$ cat src/hdl/u2g_pkg.sv
// Types, constants and glyph lookup for the UTF-8 glyph index decoder.
package u2g_pkg;

  localparam int unsigned ByteW  = 8;
  localparam int unsigned CpW    = 21;
  localparam int unsigned SetW   = 2;
  localparam int unsigned IndexW = 7;

  localparam logic [SetW-1:0] GLYPH_ASCII = 2'd0;
  localparam logic [SetW-1:0] GLYPH_UPPER = 2'd1;
  localparam logic [SetW-1:0] GLYPH_LOWER = 2'd2;

  localparam logic [ByteW-1:0] LEAD3_MASK = 8'hE0;
  localparam logic [ByteW-1:0] LEAD2_CODE = 8'hC0;
  localparam logic [ByteW-1:0] LEAD4_MASK = 8'hF8;
  localparam logic [ByteW-1:0] LEAD3_CODE = 8'hE0;
  localparam logic [ByteW-1:0] LEAD4_MASK_HI = 8'hF0;
  localparam logic [ByteW-1:0] LEAD4_CODE = 8'hF0;

  localparam logic [CpW-1:0]    QMARK_CP    = 21'h00003F;
  localparam logic [IndexW-1:0] QMARK_INDEX = 7'd31;

  typedef struct packed {
    logic [CpW-1:0]    code_point;
    logic [SetW-1:0]   glyph_set;
    logic [IndexW-1:0] glyph_index;
    logic              glyph_found;
    logic              bad_lead;
  } result_t;

  function automatic result_t map_glyph(input logic [CpW-1:0] cp, input logic bad);
    result_t r;
    r.code_point  = cp;
    r.glyph_set   = GLYPH_ASCII;
    r.glyph_index = '0;
    r.glyph_found = 1'b1;
    r.bad_lead    = bad;
    if (cp inside {[21'd32:21'd126]}) begin
      r.glyph_index = cp[IndexW-1:0] - 7'd32;
    end else if (cp inside {[21'h000410:21'h00042F]}) begin
      r.glyph_set   = GLYPH_UPPER;
      r.glyph_index = {1'b0, cp[5:0]} - 7'd16;
    end else if (cp inside {[21'h000430:21'h00043F]}) begin
      r.glyph_set   = GLYPH_LOWER;
      r.glyph_index = {3'b000, cp[3:0]};
    end else if (cp inside {[21'h000440:21'h00044F]}) begin
      r.glyph_set   = GLYPH_LOWER;
      r.glyph_index = {3'b001, cp[3:0]};
    end else begin
      r.glyph_found = 1'b0;
    end
    return r;
  endfunction

endpackage

$ cat src/hdl/u2g_ifs.sv
// Valid/ready channel interfaces for text bytes and glyph results.
interface u2g_byte_if;
  logic                         valid;
  logic                         ready;
  logic [u2g_pkg::ByteW-1:0]    text_byte;

  modport source(output valid, output text_byte, input ready);
  modport sink(input valid, input text_byte, output ready);
endinterface

interface u2g_glyph_if;
  logic                         valid;
  logic                         ready;
  logic [u2g_pkg::CpW-1:0]      code_point;
  logic [u2g_pkg::SetW-1:0]     glyph_set;
  logic [u2g_pkg::IndexW-1:0]   glyph_index;
  logic                         glyph_found;
  logic                         bad_lead;

  modport source(output valid, output code_point, output glyph_set, output glyph_index,
                 output glyph_found, output bad_lead, input ready);
  modport sink(input valid, input code_point, input glyph_set, input glyph_index,
               input glyph_found, input bad_lead, output ready);
endinterface

$ cat src/hdl/utf8_to_glyph_index_decoder_top.sv
// UTF-8 byte stream decoder: emits code points with their font table and entry index.
//
// text_i carries one byte of UTF-8 text per item; glyph_o carries one decoded
// character per item. Both use valid/ready and move an item when both are high.
// A one-byte character or a bad lead byte gives a result for that byte; a
// multi-byte sequence gives one result on its last byte and none before.
// The last byte of a character is loaded into the input register, and its result
// then into the result register; the single decode step lies between the two.
// Throughput: one byte per cycle unless glyph_o stalls, set by that decode step.
// A stalled receiver holds the result register; the input register still takes
// one more byte, then text_i.ready drops until the result is taken.
// Reset clears both valid flags, the pending count and the partial code point.
module utf8_to_glyph_index_decoder_top (
  input  logic        clk_i,
  input  logic        rst_ni,
  u2g_byte_if.sink    text_i,
  u2g_glyph_if.source glyph_o
);

  logic                          in_valid_q;
  logic [u2g_pkg::ByteW-1:0]     in_byte_q;
  logic [1:0]                    pend_q, pend_d;
  logic [u2g_pkg::CpW-1:0]       part_q, part_d;
  logic                          out_valid_q, out_valid_d;
  u2g_pkg::result_t              out_q;
  u2g_pkg::result_t              res;
  logic                          emit;
  logic                          advance;
  logic [u2g_pkg::CpW-1:0]       shifted;
  logic [1:0]                    pend_dec;

  assign advance      = in_valid_q && (!out_valid_q || glyph_o.ready);
  assign text_i.ready = !in_valid_q || advance;

  assign shifted  = {part_q[u2g_pkg::CpW-7:0], in_byte_q[5:0]};
  assign pend_dec = pend_q - 2'd1;

  always_comb begin
    pend_d = pend_q;
    part_d = part_q;
    emit   = 1'b0;
    res    = u2g_pkg::map_glyph(u2g_pkg::QMARK_CP, 1'b1);
    if (pend_q != 2'd0) begin
      pend_d = pend_dec;
      if (pend_dec == 2'd0) begin
        emit   = 1'b1;
        part_d = '0;
        res    = u2g_pkg::map_glyph(shifted, 1'b0);
      end else begin
        part_d = shifted;
      end
    end else if (!in_byte_q[7]) begin
      emit = 1'b1;
      res  = u2g_pkg::map_glyph({13'd0, in_byte_q}, 1'b0);
    end else if ((in_byte_q & u2g_pkg::LEAD3_MASK) == u2g_pkg::LEAD2_CODE) begin
      pend_d = 2'd1;
      part_d = {16'd0, in_byte_q[4:0]};
    end else if ((in_byte_q & u2g_pkg::LEAD4_MASK_HI) == u2g_pkg::LEAD3_CODE) begin
      pend_d = 2'd2;
      part_d = {17'd0, in_byte_q[3:0]};
    end else if ((in_byte_q & u2g_pkg::LEAD4_MASK) == u2g_pkg::LEAD4_CODE) begin
      pend_d = 2'd3;
      part_d = {18'd0, in_byte_q[2:0]};
    end else begin
      emit = 1'b1;
    end
  end

  always_comb begin
    out_valid_d = out_valid_q;
    if (advance) begin
      out_valid_d = emit;
    end else if (glyph_o.ready) begin
      out_valid_d = 1'b0;
    end
  end

  always_ff @(posedge clk_i or negedge rst_ni) begin
    if (!rst_ni) begin
      in_valid_q  <= 1'b0;
      out_valid_q <= 1'b0;
      pend_q      <= '0;
      part_q      <= '0;
    end else begin
      if (text_i.ready) begin
        in_valid_q <= text_i.valid;
      end
      out_valid_q <= out_valid_d;
      if (advance) begin
        pend_q <= pend_d;
        part_q <= part_d;
      end
    end
  end

  always_ff @(posedge clk_i) begin
    if (text_i.valid && text_i.ready) begin
      in_byte_q <= text_i.text_byte;
    end
    if (advance && emit) begin
      out_q <= res;
    end
  end

  assign glyph_o.valid       = out_valid_q;
  assign glyph_o.code_point  = out_q.code_point;
  assign glyph_o.glyph_set   = out_q.glyph_set;
  assign glyph_o.glyph_index = out_q.glyph_index;
  assign glyph_o.glyph_found = out_q.glyph_found;
  assign glyph_o.bad_lead    = out_q.bad_lead;

endmodule

$ cat src/flat_wrapper.sv
// flat-port wrapper written by rule: the top's interface ports become plain ports
module utf8_to_glyph_index_decoder_top_flat 
  (clk_i, rst_ni, text_i_valid, text_i_text_byte, text_i_ready, glyph_o_valid, glyph_o_code_point, glyph_o_glyph_set, glyph_o_glyph_index, glyph_o_glyph_found, glyph_o_bad_lead, glyph_o_ready);
  u2g_byte_if text_i_i ();
  u2g_glyph_if glyph_o_i ();
  input  logic clk_i;
  input  logic rst_ni;
  input wire logic [$bits(text_i_i.valid)-1:0] text_i_valid;
  input wire logic [$bits(text_i_i.text_byte)-1:0] text_i_text_byte;
  output wire logic [$bits(text_i_i.ready)-1:0] text_i_ready;
  output wire logic [$bits(glyph_o_i.valid)-1:0] glyph_o_valid;
  output wire logic [$bits(glyph_o_i.code_point)-1:0] glyph_o_code_point;
  output wire logic [$bits(glyph_o_i.glyph_set)-1:0] glyph_o_glyph_set;
  output wire logic [$bits(glyph_o_i.glyph_index)-1:0] glyph_o_glyph_index;
  output wire logic [$bits(glyph_o_i.glyph_found)-1:0] glyph_o_glyph_found;
  output wire logic [$bits(glyph_o_i.bad_lead)-1:0] glyph_o_bad_lead;
  input wire logic [$bits(glyph_o_i.ready)-1:0] glyph_o_ready;
  assign text_i_i.valid = text_i_valid;
  assign text_i_i.text_byte = text_i_text_byte;
  assign text_i_ready = text_i_i.ready;
  assign glyph_o_valid = glyph_o_i.valid;
  assign glyph_o_code_point = glyph_o_i.code_point;
  assign glyph_o_glyph_set = glyph_o_i.glyph_set;
  assign glyph_o_glyph_index = glyph_o_i.glyph_index;
  assign glyph_o_glyph_found = glyph_o_i.glyph_found;
  assign glyph_o_bad_lead = glyph_o_i.bad_lead;
  assign glyph_o_i.ready = glyph_o_ready;
  utf8_to_glyph_index_decoder_top u_core (.clk_i(clk_i), .rst_ni(rst_ni), .text_i(text_i_i), .glyph_o(glyph_o_i));
endmodule
$ cat config.mk
export PLATFORM = sky130hd
export DESIGN_NAME = utf8_to_glyph_index_decoder_top_flat
export DESIGN_NICKNAME = d
export VERILOG_FILES = /design/src/hdl/u2g_pkg.sv /design/src/hdl/u2g_ifs.sv /design/src/hdl/utf8_to_glyph_index_decoder_top.sv /design/src/flat_wrapper.sv
export SDC_FILE = /design/constraint.sdc
export NUM_CORES = 1
export LEC_CHECK = 0
export BUFFER_PORTS_ARGS = -buffer_cell sky130_fd_sc_hd__buf_2
export CAP_MARGIN = 25
export CORE_UTILIZATION = 28
export CTS_BUF_LIST = sky130_fd_sc_hd__clkbuf_8 sky130_fd_sc_hd__clkbuf_16
export CTS_CLUSTER_SIZE = 24
export DETAILED_ROUTE_END_ITERATION = 8
export PLACE_DENSITY = 0.44
export SLEW_MARGIN = 20
export SYNTH_ARGS = -nofsm -noshare
export SYNTH_HDL_FRONTEND = slang
export SYNTH_SLANG_ARGS = --single-unit
$ cat constraint.sdc
create_clock -name clk_i -period 5 [get_ports clk_i]
set_clock_uncertainty 0.1 [all_clocks]
set_input_delay 1 -clock clk_i [delete_from_list [all_inputs] [get_ports clk_i]]
set_output_delay 1 -clock clk_i [all_outputs]
set_load 0.01 [all_outputs]
==> qor.csv, run 1 <==
metric,value,unit
die-area,10800,um^2
drc,0,
nFillCells,1025,
wl,6950,um
endpoint_kind,flop,
cp.required,4920,ps
synth_top_area_cell,edfxtp_1,
status,finished clean,
synth-edff-count,40,
setup_tns,0,ps
worstSkewPairLatency,340,ps
fp.dieH,104,um
first_pass_iters,4,
drt_iter0_drc,85,
rsz0062_at_grt,no,
dp_hpwl,4970,um
cts_resized,0,
num_vias,2144,
grt_pass1_wl,11500,um
syn_to_final_growth,20.0,%
grt_antenna_before_repair,0,
postCtsHoldBufs,0,
clk_pin_slew,70,ps
drive_above_1_share,23.1,%
portBuffers,45,
crit_slowest_cell,a211oi_4,
seq_area_frac_synth,57.6,%
tightest_slew,818,ps
fin_crit,3240,ps
path_max_fanout,19,
cpPeakStageDelay,730,ps
max-slew-margin-rel,45.5,%
path_buf_inv,2,
critPathLaunchType,flop,
arrival,3160,ps
cts_buffers,9,
fp-row-count,36,
antenna_cells,0,
grt_max_degree,33,
grt_pass1_vias,2167,
worstSetupPathType,reg -> reg,
p_leak,1.41,nW
die_x,104,um
syn_inst,260,
ys_seq_elements,59,
post-place-ws,1750,ps
core-area,9910,um^2
crit_cells,6,
synth_warnings,0,
synth_area,2910,um^2
place.gp.congestion,0.849,
rr_worst_depth,6,
setup_viol_count_final,0,
power.density,622,nW/um^2
synth_common_cells,"40 x edfxtp_1, 38 x nand2_1, 21 x o21ai_0, 19 x dfrtp_1, 15 x and2_1",
async_reset_ff_share,32.2,%
avgViaCountPerCell,4.82,
crit_family,compound AO/OA/AOI/OAI gates,
cts_tree,done,
crit_start,u_core.in_byte_q[4]$_DFFE_PP_,
fin_crit_sh,64.8,%
cts_buffer_depth,2,
synth-main-ff-cell,edfxtp_1,
min_path_type,reg -> reg,
synth_nets,283,
overflow,0,
cts.sinks,59,
track_usage,13.7,%
r2r_setup_slack,1760,ps
path_cells,inv_1 -> ha_1 -> and3_1 -> or3_1 -> a211oi_4 -> buf_4,
fin_ws,1760,ps
maxCapViolCount,0,
start_util,29.4,%
synthDistinctLibCells,46,
worstReg2RegStart,u_core.in_byte_q[4]$_DFFE_PP_,
synthTopCellsByArea,"edfxtp_1 41%, dfrtp_1 16%, nand2_1 4.9%",
worstReg2RegEnd,u_core.glyph_o.code_point[4]$_DFFE_PP_,
critPathCapture,u_core.glyph_o.code_point[4]$_DFFE_PP_,
io_pins,46,
htreeDepth,3,
timing.fmax,309,MHz
vdd_drop_max,0.000175,V
finalNetCount,330,
syn_avg_cell_area,11.2,um^2
synth.most_common_cell,edfxtp_1,
synth_top_area_share,41.2,%
hold_violations,0,
routedWlPerCell,15.6,um
cts_root_buffer,clkbuf_8,
slew_violations,0,
ant_nets,0,
post-cts-setup-buffer-count,0,
power breakdown:
part           internal [mW]  total (mW)  switching (mW)  leakage, nW
clock                  0.274       0.462           0.188        0.108
sequential             0.710       0.857           0.147        0.631
combinational          0.324       0.854           0.530        0.674
cell families after synthesis:
kind of cell,Yosys count,share of synthesized area [%]
AOI/OAI and AO/OA,57,13.6
DFF,59,57.6
buffers and inverters,22,2.92
and+or+nand+nor,111,21.2
adders and majority gates,11,4.73
worst min path at each step:
stage / endpoint / cells past startpoint / start / slack (ps)
floorplan: u_core.part_q[9]$_DFFE_PN0P_ / 2 / u_core.part_q[9]$_DFFE_PN0P_ / 380
global placement: u_core.part_q[9]$_DFFE_PN0P_ / 2 / u_core.part_q[9]$_DFFE_PN0P_ / 410
detailed placement: u_core.part_q[9]$_DFFE_PN0P_ / 2 / u_core.part_q[9]$_DFFE_PN0P_ / 400
CTS: u_core.part_q[9]$_DFFE_PN0P_ / 2 / u_core.part_q[9]$_DFFE_PN0P_ / 430
global route: u_core.part_q[9]$_DFFE_PN0P_ / 2 / u_core.part_q[9]$_DFFE_PN0P_ / 460
finish: u_core.part_q[9]$_DFFE_PN0P_ / 2 / u_core.part_q[9]$_DFFE_PN0P_ / 430
per-layer routing:
layer  track usage (%)  up-vias  wire [um]
li1                  -     1058          -
met1              18.4     1026       3340
met2              21.2       50       3180
met3              3.57       10        304
met4              5.20        0        125
met5                 0        -          0
worst register-to-register path, delay by kind of cell (launching register included):
family	cells	cell delay, ps
AO/OA/AOI/OAI	1	730
adder cells (fa/ha/maj)	1	300
buffers and inverters	2	600
flip-flops	1	590
AND/OR/NAND/NOR	2	580
sequential cells by signal, summed over array words and instances (netlist names):
register and cells:
u_core.glyph_o.code_point 21, u_core.part_q 15, u_core.in_byte_q 8, u_core.glyph_o.glyph_index 7
u_core.glyph_o.glyph_set 2, u_core.pend_q 2, u_core.glyph_o.bad_lead 1, u_core.glyph_o.glyph_found 1
u_core.glyph_o.valid 1, u_core.in_valid_q 1
per-stage QoR:
step / cells / utilization (%) / hold WS [ps] / cell area [um^2] / power [mW]
after floorplan: 260 / - / 377 / 2910 / 1.45
after global placement: 428 / 33.1 / 405 / 3280 / 1.73
after detailed placement: 428 / 33.1 / 404 / 3280 / 1.72
after CTS: 444 / 35.2 / 432 / 3490 / 2.19
after global routing: 445 / 35.3 / 464 / 3490 / 2.34
final: 445 / 35.3 / 428 / 3490 / 2.17
final cells by class:
class / count / area (um^2) / share of cell area [%]
Inverter: 11 / 41.3 / 1.18
Clock inverter: 7 / 82.6 / 2.36
Clock buffer: 9 / 124 / 3.54
Multi-Input combinational cell: 179 / 1160 / 33.3
Timing Repair Buffer: 47 / 240 / 6.87
Sequential cell: 59 / 1680 / 48.0
Tap cell: 133 / 166 / 4.76
cell usage in the layout (no fill, tap or decap), types with 3 or more instances in the layout:
master	count
and3_1	3
clkinv_2	3
nand3_1	7
and2_1	15
dfrtp_1	19
buf_2	45
inv_1	11
a21oi_1	6
nor3_1	3
o31ai_1	3
or4_1	4
nor2_1	13
o21ai_0	21
ha_1	11
nand2b_1	4
or3_1	6
clkbuf_8	9
nand2_1	38
nor4_2	3
edfxtp_1	40
a311oi_1	3
Note: power is estimated with default switching activity, not from simulation.
==> run 2, diff against run 1 <==
Settings changed: ABC_AREA set to 1.
Clock period 5 ns to 3.3 ns, I/O delays scaled along.
==> qor.csv, run 2 <==
metric,value,unit,change
status,finished clean,,
crit_slowest_cell,edfxtp_1,,
fin_crit_sh,76.6,%,+12 points
hold_slack,154,ps,-275 ps
htreeDepth,3,,unchanged
switchingPower,1.58,mW,+83%
max-slew-margin-rel,63.0,%,+18 points
worstSkewPairLatency,340,ps,about the same
min_path_type,in -> async,,
avgViaCountPerCell,4.55,,-5.5%
finalPower,3.55,mW,+63%
path_max_fanout,23,,+4
drt_iter0_drc,122,,+44%
grt_pass1_wl,12300,um,+7.7%
arrival,2470,ps,-690 ps
cts_buffer_depth,2,,unchanged
nFillCells,1143,,+12%
seqCellArea,1680,um^2,unchanged
p_leak,1.58,nW,+12%
track_usage,14.2,%,+0.46 points
fin_crit,2530,ps,-711 ps
crit_start,u_core.in_byte_q[4]$_DFFE_PP_,,
fp-row-count,38,,+5.6%
final_common_cell,buf_2,,
portBuffers,45,,unchanged
grt_antenna_before_repair,0,,unchanged
cts_root_buffer,clkbuf_8,,
cts_tree,done,,
rr_worst_depth,8,,+2
ant_nets,0,,unchanged
worstReg2RegEnd,u_core.glyph_o.glyph_set[0]$_SDFFCE_PP0P_,,
fp.dieH,108,um,+4.0%
postCtsHoldBufs,0,,unchanged
grt_max_degree,24,,-27%
async_reset_ff_share,32.2,%,unchanged
post-cts-setup-buffer-count,0,,unchanged
worstSetupPathType,reg -> reg,,
drive_above_1_share,29.3,%,+6.3 points
wl,7510,um,+8.1%
rsz0062_at_grt,no,,
swShare,44.5,%,+4.7 points
p_int,1.97,mW,+51%
start_util,29.0,%,-0.44 points
finalNetCount,411,,+25%
p_seq_share,35.1,%,-4.3 points
postPlaceCellArea,3570,um^2,+8.8%
dp_hpwl,5710,um,+15%
synth_top_area_share,38.1,%,-3.1 points
overflow,0,,unchanged
grt_pass1_vias,2419,,+12%
synth_nets,359,,+27%
clock_power_share,17.8,%,-3.5 points
synth_common_cells,"44 x nand2_1, 44 x nor2_1, 40 x edfxtp_1, 36 x inv_1, 31 x nand3_1",,
cp_common_cell,inv_1,,
final_cell_mix,"45 x buf_2, 44 x nand2_1, 44 x nor2_1",,
tightest_slew,554,ps,-265 ps
routedWlPerCell,14.1,um,-9.5%
synth_area,3150,um^2,+8.2%
timing.fmax,396,MHz,+28%
combPwrFrac,47.2,%,+7.9 points
critPathCapture,u_core.glyph_o.glyph_set[0]$_SDFFCE_PP0P_,,
io_pins,46,,unchanged
seq_area_frac_synth,53.2,%,-4.4 points
synth_top_area_cell,edfxtp_1,,
final_cell_area,3750,um^2,+7.4%
synth-edff-count,40,,unchanged
syn_to_final_growth,19.0,%,
cts.sinks,59,,unchanged
syn_avg_cell_area,9.38,um^2,-16%
clk_pin_slew,70,ps,about the same
cpPeakStageDelay,620,ps,-110 ps
num_vias,2423,,+13%
ys_seq_elements,59,,unchanged
synthTopCellsByArea,"edfxtp_1 38%, dfrtp_1 15%, nand2_1 5.2%",,
place.gp.congestion,0.800,,-5.8%
die_x,108,um,+4.0%
synth-main-ff-cell,edfxtp_1,,
endpoint_kind,flop,,
antenna_cells,0,,unchanged
largest_reg_flops,21,,unchanged
syn_inst,336,,+29%
slew_violations,0,,unchanged
cts_resized,0,,unchanged
setup_viol_count_final,0,,unchanged
path_cells,inv_2 -> ha_1 -> inv_1 -> nor3_2 -> inv_1 -> a31oi_1 -> nor3_4 -> buf_12,,
power.density,946,nW/um^2,+52%
worstReg2RegStart,u_core.in_byte_q[4]$_DFFE_PP_,,
die-area,11700,um^2,+8.1%
synth_warnings,0,,unchanged
hold_violations,0,,unchanged
cp.required,3240,ps,-1680 ps
r2r_setup_slack,770,ps,-990 ps
core-area,10900,um^2,+9.9%
maxCapViolCount,0,,unchanged
drc,0,,unchanged
critPathLaunchType,flop,,
vdd_drop_max,0.000241,V,+38%
setup_tns,0,ps,unchanged
multi_input_area,1280,um^2,+9.7%
first_pass_iters,4,,unchanged
synthDistinctLibCells,34,,-26%
cts_buffers,9,,unchanged
## run 2: changes by cell type in the layout (fill, tap and decap cells not counted), moves of 6 or more
| cell | previous run | this run |
|---|---|---|
| nand2_2 | 0 | 10 |
| nand2_1 | 38 | 44 |
| and2_1 | 15 | 0 |
| nor2_2 | 0 | 14 |
| nand3_1 | 7 | 31 |
| inv_1 | 11 | 38 |
| nor2_1 | 13 | 44 |
| or3_1 | 6 | 0 |
| inv_2 | 0 | 10 |
## run 2: power groups by stage
stage                     Clock (mW)  Sequential (mW)  Combinational, mW
after floorplan                    0             1.26               1.23
after global placement             0             1.26               1.69
after detailed placement           0             1.26               1.70
after CTS                      0.658             1.25               1.70
after global routing           0.682             1.28               1.88
final                          0.631             1.24               1.67
## run 2: final cells by class
cell class              count  area share (%)
well taps                 140            4.67
clock inverters             5            1.27
clock buffers              10            3.67
repair buffers             49            7.13
flip-flops and latches     59            44.7
multi-input cells         223            34.0
inverters                  46            4.60
## run 2: worst min-delay path by stage
stage,cells past startpoint,start,to
final,1,rst_ni,u_core.glyph_o.valid$_DFFE_PN0P_
after global routing,1,rst_ni,u_core.glyph_o.valid$_DFFE_PN0P_
after CTS,1,rst_ni,u_core.glyph_o.valid$_DFFE_PN0P_
after detailed placement,2,u_core.glyph_o.valid$_DFFE_PN0P_,u_core.glyph_o.valid$_DFFE_PN0P_
after global placement,2,u_core.part_q[8]$_DFFE_PN0P_,u_core.part_q[14]$_DFFE_PN0P_
after floorplan,0,rst_ni,u_core.glyph_o.valid$_DFFE_PN0P_
## run 2: worst max-delay path: cells and delay by family, from the launching register on
| family | cells | cell delay, ps |
|---|---|---|
| compound gates | 1 | 150 |
| flops | 1 | 620 |
| simple gates | 2 | 540 |
| fa+ha+maj | 1 | 220 |
| buf+inv | 4 | 600 |
## run 2: cell families after synthesis
group	Yosys count	synth area share (%)
compound gates	43	8.33
fa+ha+maj	11	4.37
buf+inv	54	6.71
flops	59	53.2
simple gates	169	27.4
## run 2: through the flow
| step | setup slack [ps] | std cells | util, % |
|---|---|---|---|
| floorplan | 446 | 336 | - |
| detailed placement | 763 | 517 | 32.8 |
| finish | 773 | 532 | 34.5 |
| global placement | 824 | 517 | 32.8 |
| CTS | 752 | 532 | 34.5 |
| global route | 568 | 532 | 34.5 |
## run 2: layer usage
metal,global-route usage (%),vias to the layer above,wire length [um]
li1,-,1225,-
met1,18.8,1139,3680
met2,21.6,48,3410
met3,3.25,11,280
met4,7.24,0,148
met5,0,-,0
==> run 3, diff against run 2 <==
Clock period 3.3 ns to 2.45 ns, I/O delays scaled along.
==> qor.csv, run 3 (same netlist as run 2, synthesis figures left out) <==
metric,value,unit,change
cts_buffer_depth,2,,unchanged
critPathLaunchType,flop,,
tightest_slew,462,ps,-91.3 ps
first_pass_iters,4,,unchanged
clock_power_share,15.5,%,-2.3 points
swShare,45.2,%,+0.73 points
endpoint_kind,flop,,
seqCellArea,1680,um^2,unchanged
cp_common_cell,inv_1,,
worstSkewPairLatency,350,ps,about the same
antenna_cells,0,,unchanged
ant_nets,0,,unchanged
p_leak,1.61,nW,+1.9%
setup_viol_count_final,0,,unchanged
num_vias,2449,,+1.1%
grt_antenna_before_repair,0,,unchanged
final_common_cell,buf_2,,
min_path_type,in -> reg,,
arrival,2290,ps,-180 ps
drt_iter0_drc,103,,-16%
multi_input_area,1280,um^2,unchanged
wl,7580,um,+0.85%
die-area,11700,um^2,unchanged
final_cell_mix,"45 x buf_2, 44 x nand2_1, 44 x nor2_1",,
vdd_drop_max,0.000352,V,+46%
clk_pin_slew,60,ps,about the same
setup_tns,0,ps,unchanged
p_seq_share,35.5,%,+0.4 points
maxCapViolCount,0,,unchanged
switchingPower,2.11,mW,+34%
cts_root_buffer,clkbuf_8,,
postPlaceCellArea,3600,um^2,+0.84%
rsz0062_at_grt,no,,
final_cell_area,3790,um^2,+0.87%
slew_violations,0,,unchanged
path_cells,inv_1 -> ha_1 -> nand2_1 -> inv_1 -> nor2_1 -> nand4_1 -> nand2_1 -> inv_1 -> buf_12 -> nand3_1 -> o21ai_0,,
overflow,0,,unchanged
timing.fmax,469,MHz,+18%
fin_ws,317,ps,-456 ps
post-place-ws,211,ps,-552 ps
drive_above_1_share,30.4,%,+1.1 points
cts_tree,done,,
die_x,108,um,unchanged
fp.dieH,108,um,unchanged
worstSetupPathType,reg -> reg,,
cts_buffers,9,,unchanged
cp.required,2600,ps,-640 ps
start_util,29.0,%,unchanged
drc,0,,unchanged
htreeDepth,3,,unchanged
cts.sinks,59,,unchanged
grt_pass1_vias,2453,,+1.4%
finalNetCount,419,,+1.9%
avgViaCountPerCell,4.53,,-0.61%
crit_slowest_cell,edfxtp_1,,
largest_reg_flops,21,,unchanged
portBuffers,45,,unchanged
fin_crit,2130,ps,-394 ps
dp_hpwl,5690,um,-0.30%
cpPeakStageDelay,480,ps,-140 ps
grt_max_degree,26,,+8.3%
combPwrFrac,49.0,%,+1.8 points
grt_pass1_wl,12300,um,about the same
track_usage,14.3,%,+0.13 points
power.density,1230,nW/um^2,+30%
syn_to_final_growth,20.1,%,
fp-row-count,38,,unchanged
max-slew-margin-rel,69.2,%,+6.2 points
hold_violations,0,,unchanged
path_max_fanout,25,,+8.7%
core-area,10900,um^2,unchanged
routedWlPerCell,14.0,um,-0.83%
cts_resized,0,,unchanged
io_pins,46,,unchanged
finalPower,4.67,mW,+32%
place.gp.congestion,0.830,,+3.7%
fin_crit_sh,87.1,%,+10 points
status,finished clean,,
nFillCells,1143,,unchanged
p_int,2.56,mW,+30%
[run 3: cell count changes in the layout (fill, tap and decap cells not counted), sizes merged]
cell	previous run	this run
buf	49	56
bufinv	1	0
clkbuf	10	9
clkinv	2	4
dlygate4sd3	0	1
inv	48	49
[run 3: layout make-up]
cell class / count / area share (%)
Tap cell: 140 / 4.63
Timing Repair Buffer: 57 / 8.72
Multi-Input combinational cell: 223 / 33.7
Clock buffer: 9 / 3.27
Inverter: 46 / 4.56
Clock inverter: 7 / 0.826
Sequential cell: 59 / 44.3
[run 3: metrics by stage]
step	cells	hold WS [ps]	util (%)
3_5_place_dp	521	372	33.0
3_3_place_gp	521	375	33.0
2_1_floorplan	336	94.4	-
4_1_cts	538	199	34.6
5_1_grt	541	199	34.8
6_report	541	222	34.8
[run 3: final timing paths]
kind	endpoint	slack [ps]	start	depth (start not counted)
setup / recovery	u_core.part_q[6]$_DFFE_PN0P_	320	u_core.in_byte_q[5]$_DFFE_PP_	11
hold / removal	u_core.in_byte_q[5]$_DFFE_PP_	220	text_i_text_byte[5]	1
setup reg to reg	u_core.part_q[6]$_DFFE_PN0P_	320	u_core.in_byte_q[5]$_DFFE_PP_	11
hold reg to reg	u_core.glyph_o.valid$_DFFE_PN0P_	440	u_core.glyph_o.valid$_DFFE_PN0P_	2
max in group asynchronous	u_core.glyph_o.valid$_DFFE_PN0P_	1400	rst_ni	2
min in group asynchronous	u_core.part_q[3]$_DFFE_PN0P_	530	rst_ni	2
[run 3: power groups by stage]
stage / combinational [mW] / sequential (mW) / clock [mW]
2_1_floorplan: 1.66 / 1.69 / 0
3_3_place_gp: 2.31 / 1.68 / 0
3_5_place_dp: 2.31 / 1.68 / 0
4_1_cts: 2.32 / 1.66 / 0.759
5_1_grt: 2.56 / 1.69 / 0.801
6_report: 2.29 / 1.66 / 0.723
[run 3: timing repair]
| action | in CTS | in global routing |
|---|---|---|
| endpoints found under the hold margin | 9 | 0 |
| endpoints found under the setup margin | 0 | 7 |
| setup buffers | 0 | 3 |
| hold buffers | 1 | 0 |
[run 3: routing by layer]
metal | routed length (um) | GRT usage, % | up-vias
li1 | - | - | 1242
met1 | 3630 | 18.8 | 1130
met2 | 3410 | 21.2 | 54
met3 | 293 | 3.80 | 23
met4 | 244 | 8.02 | 0
met5 | 0 | 0 | -
[run 3: worst max-delay path: cells and delay by family, from the launching register on]
kind | cells | cell delay (ps)
buffers and inverters | 4 | 760
flip-flops | 1 | 480
AND/OR/NAND/NOR | 5 | 390
adder cells (fa/ha/maj) | 1 | 220
AO/OA/AOI/OAI | 1 | 100
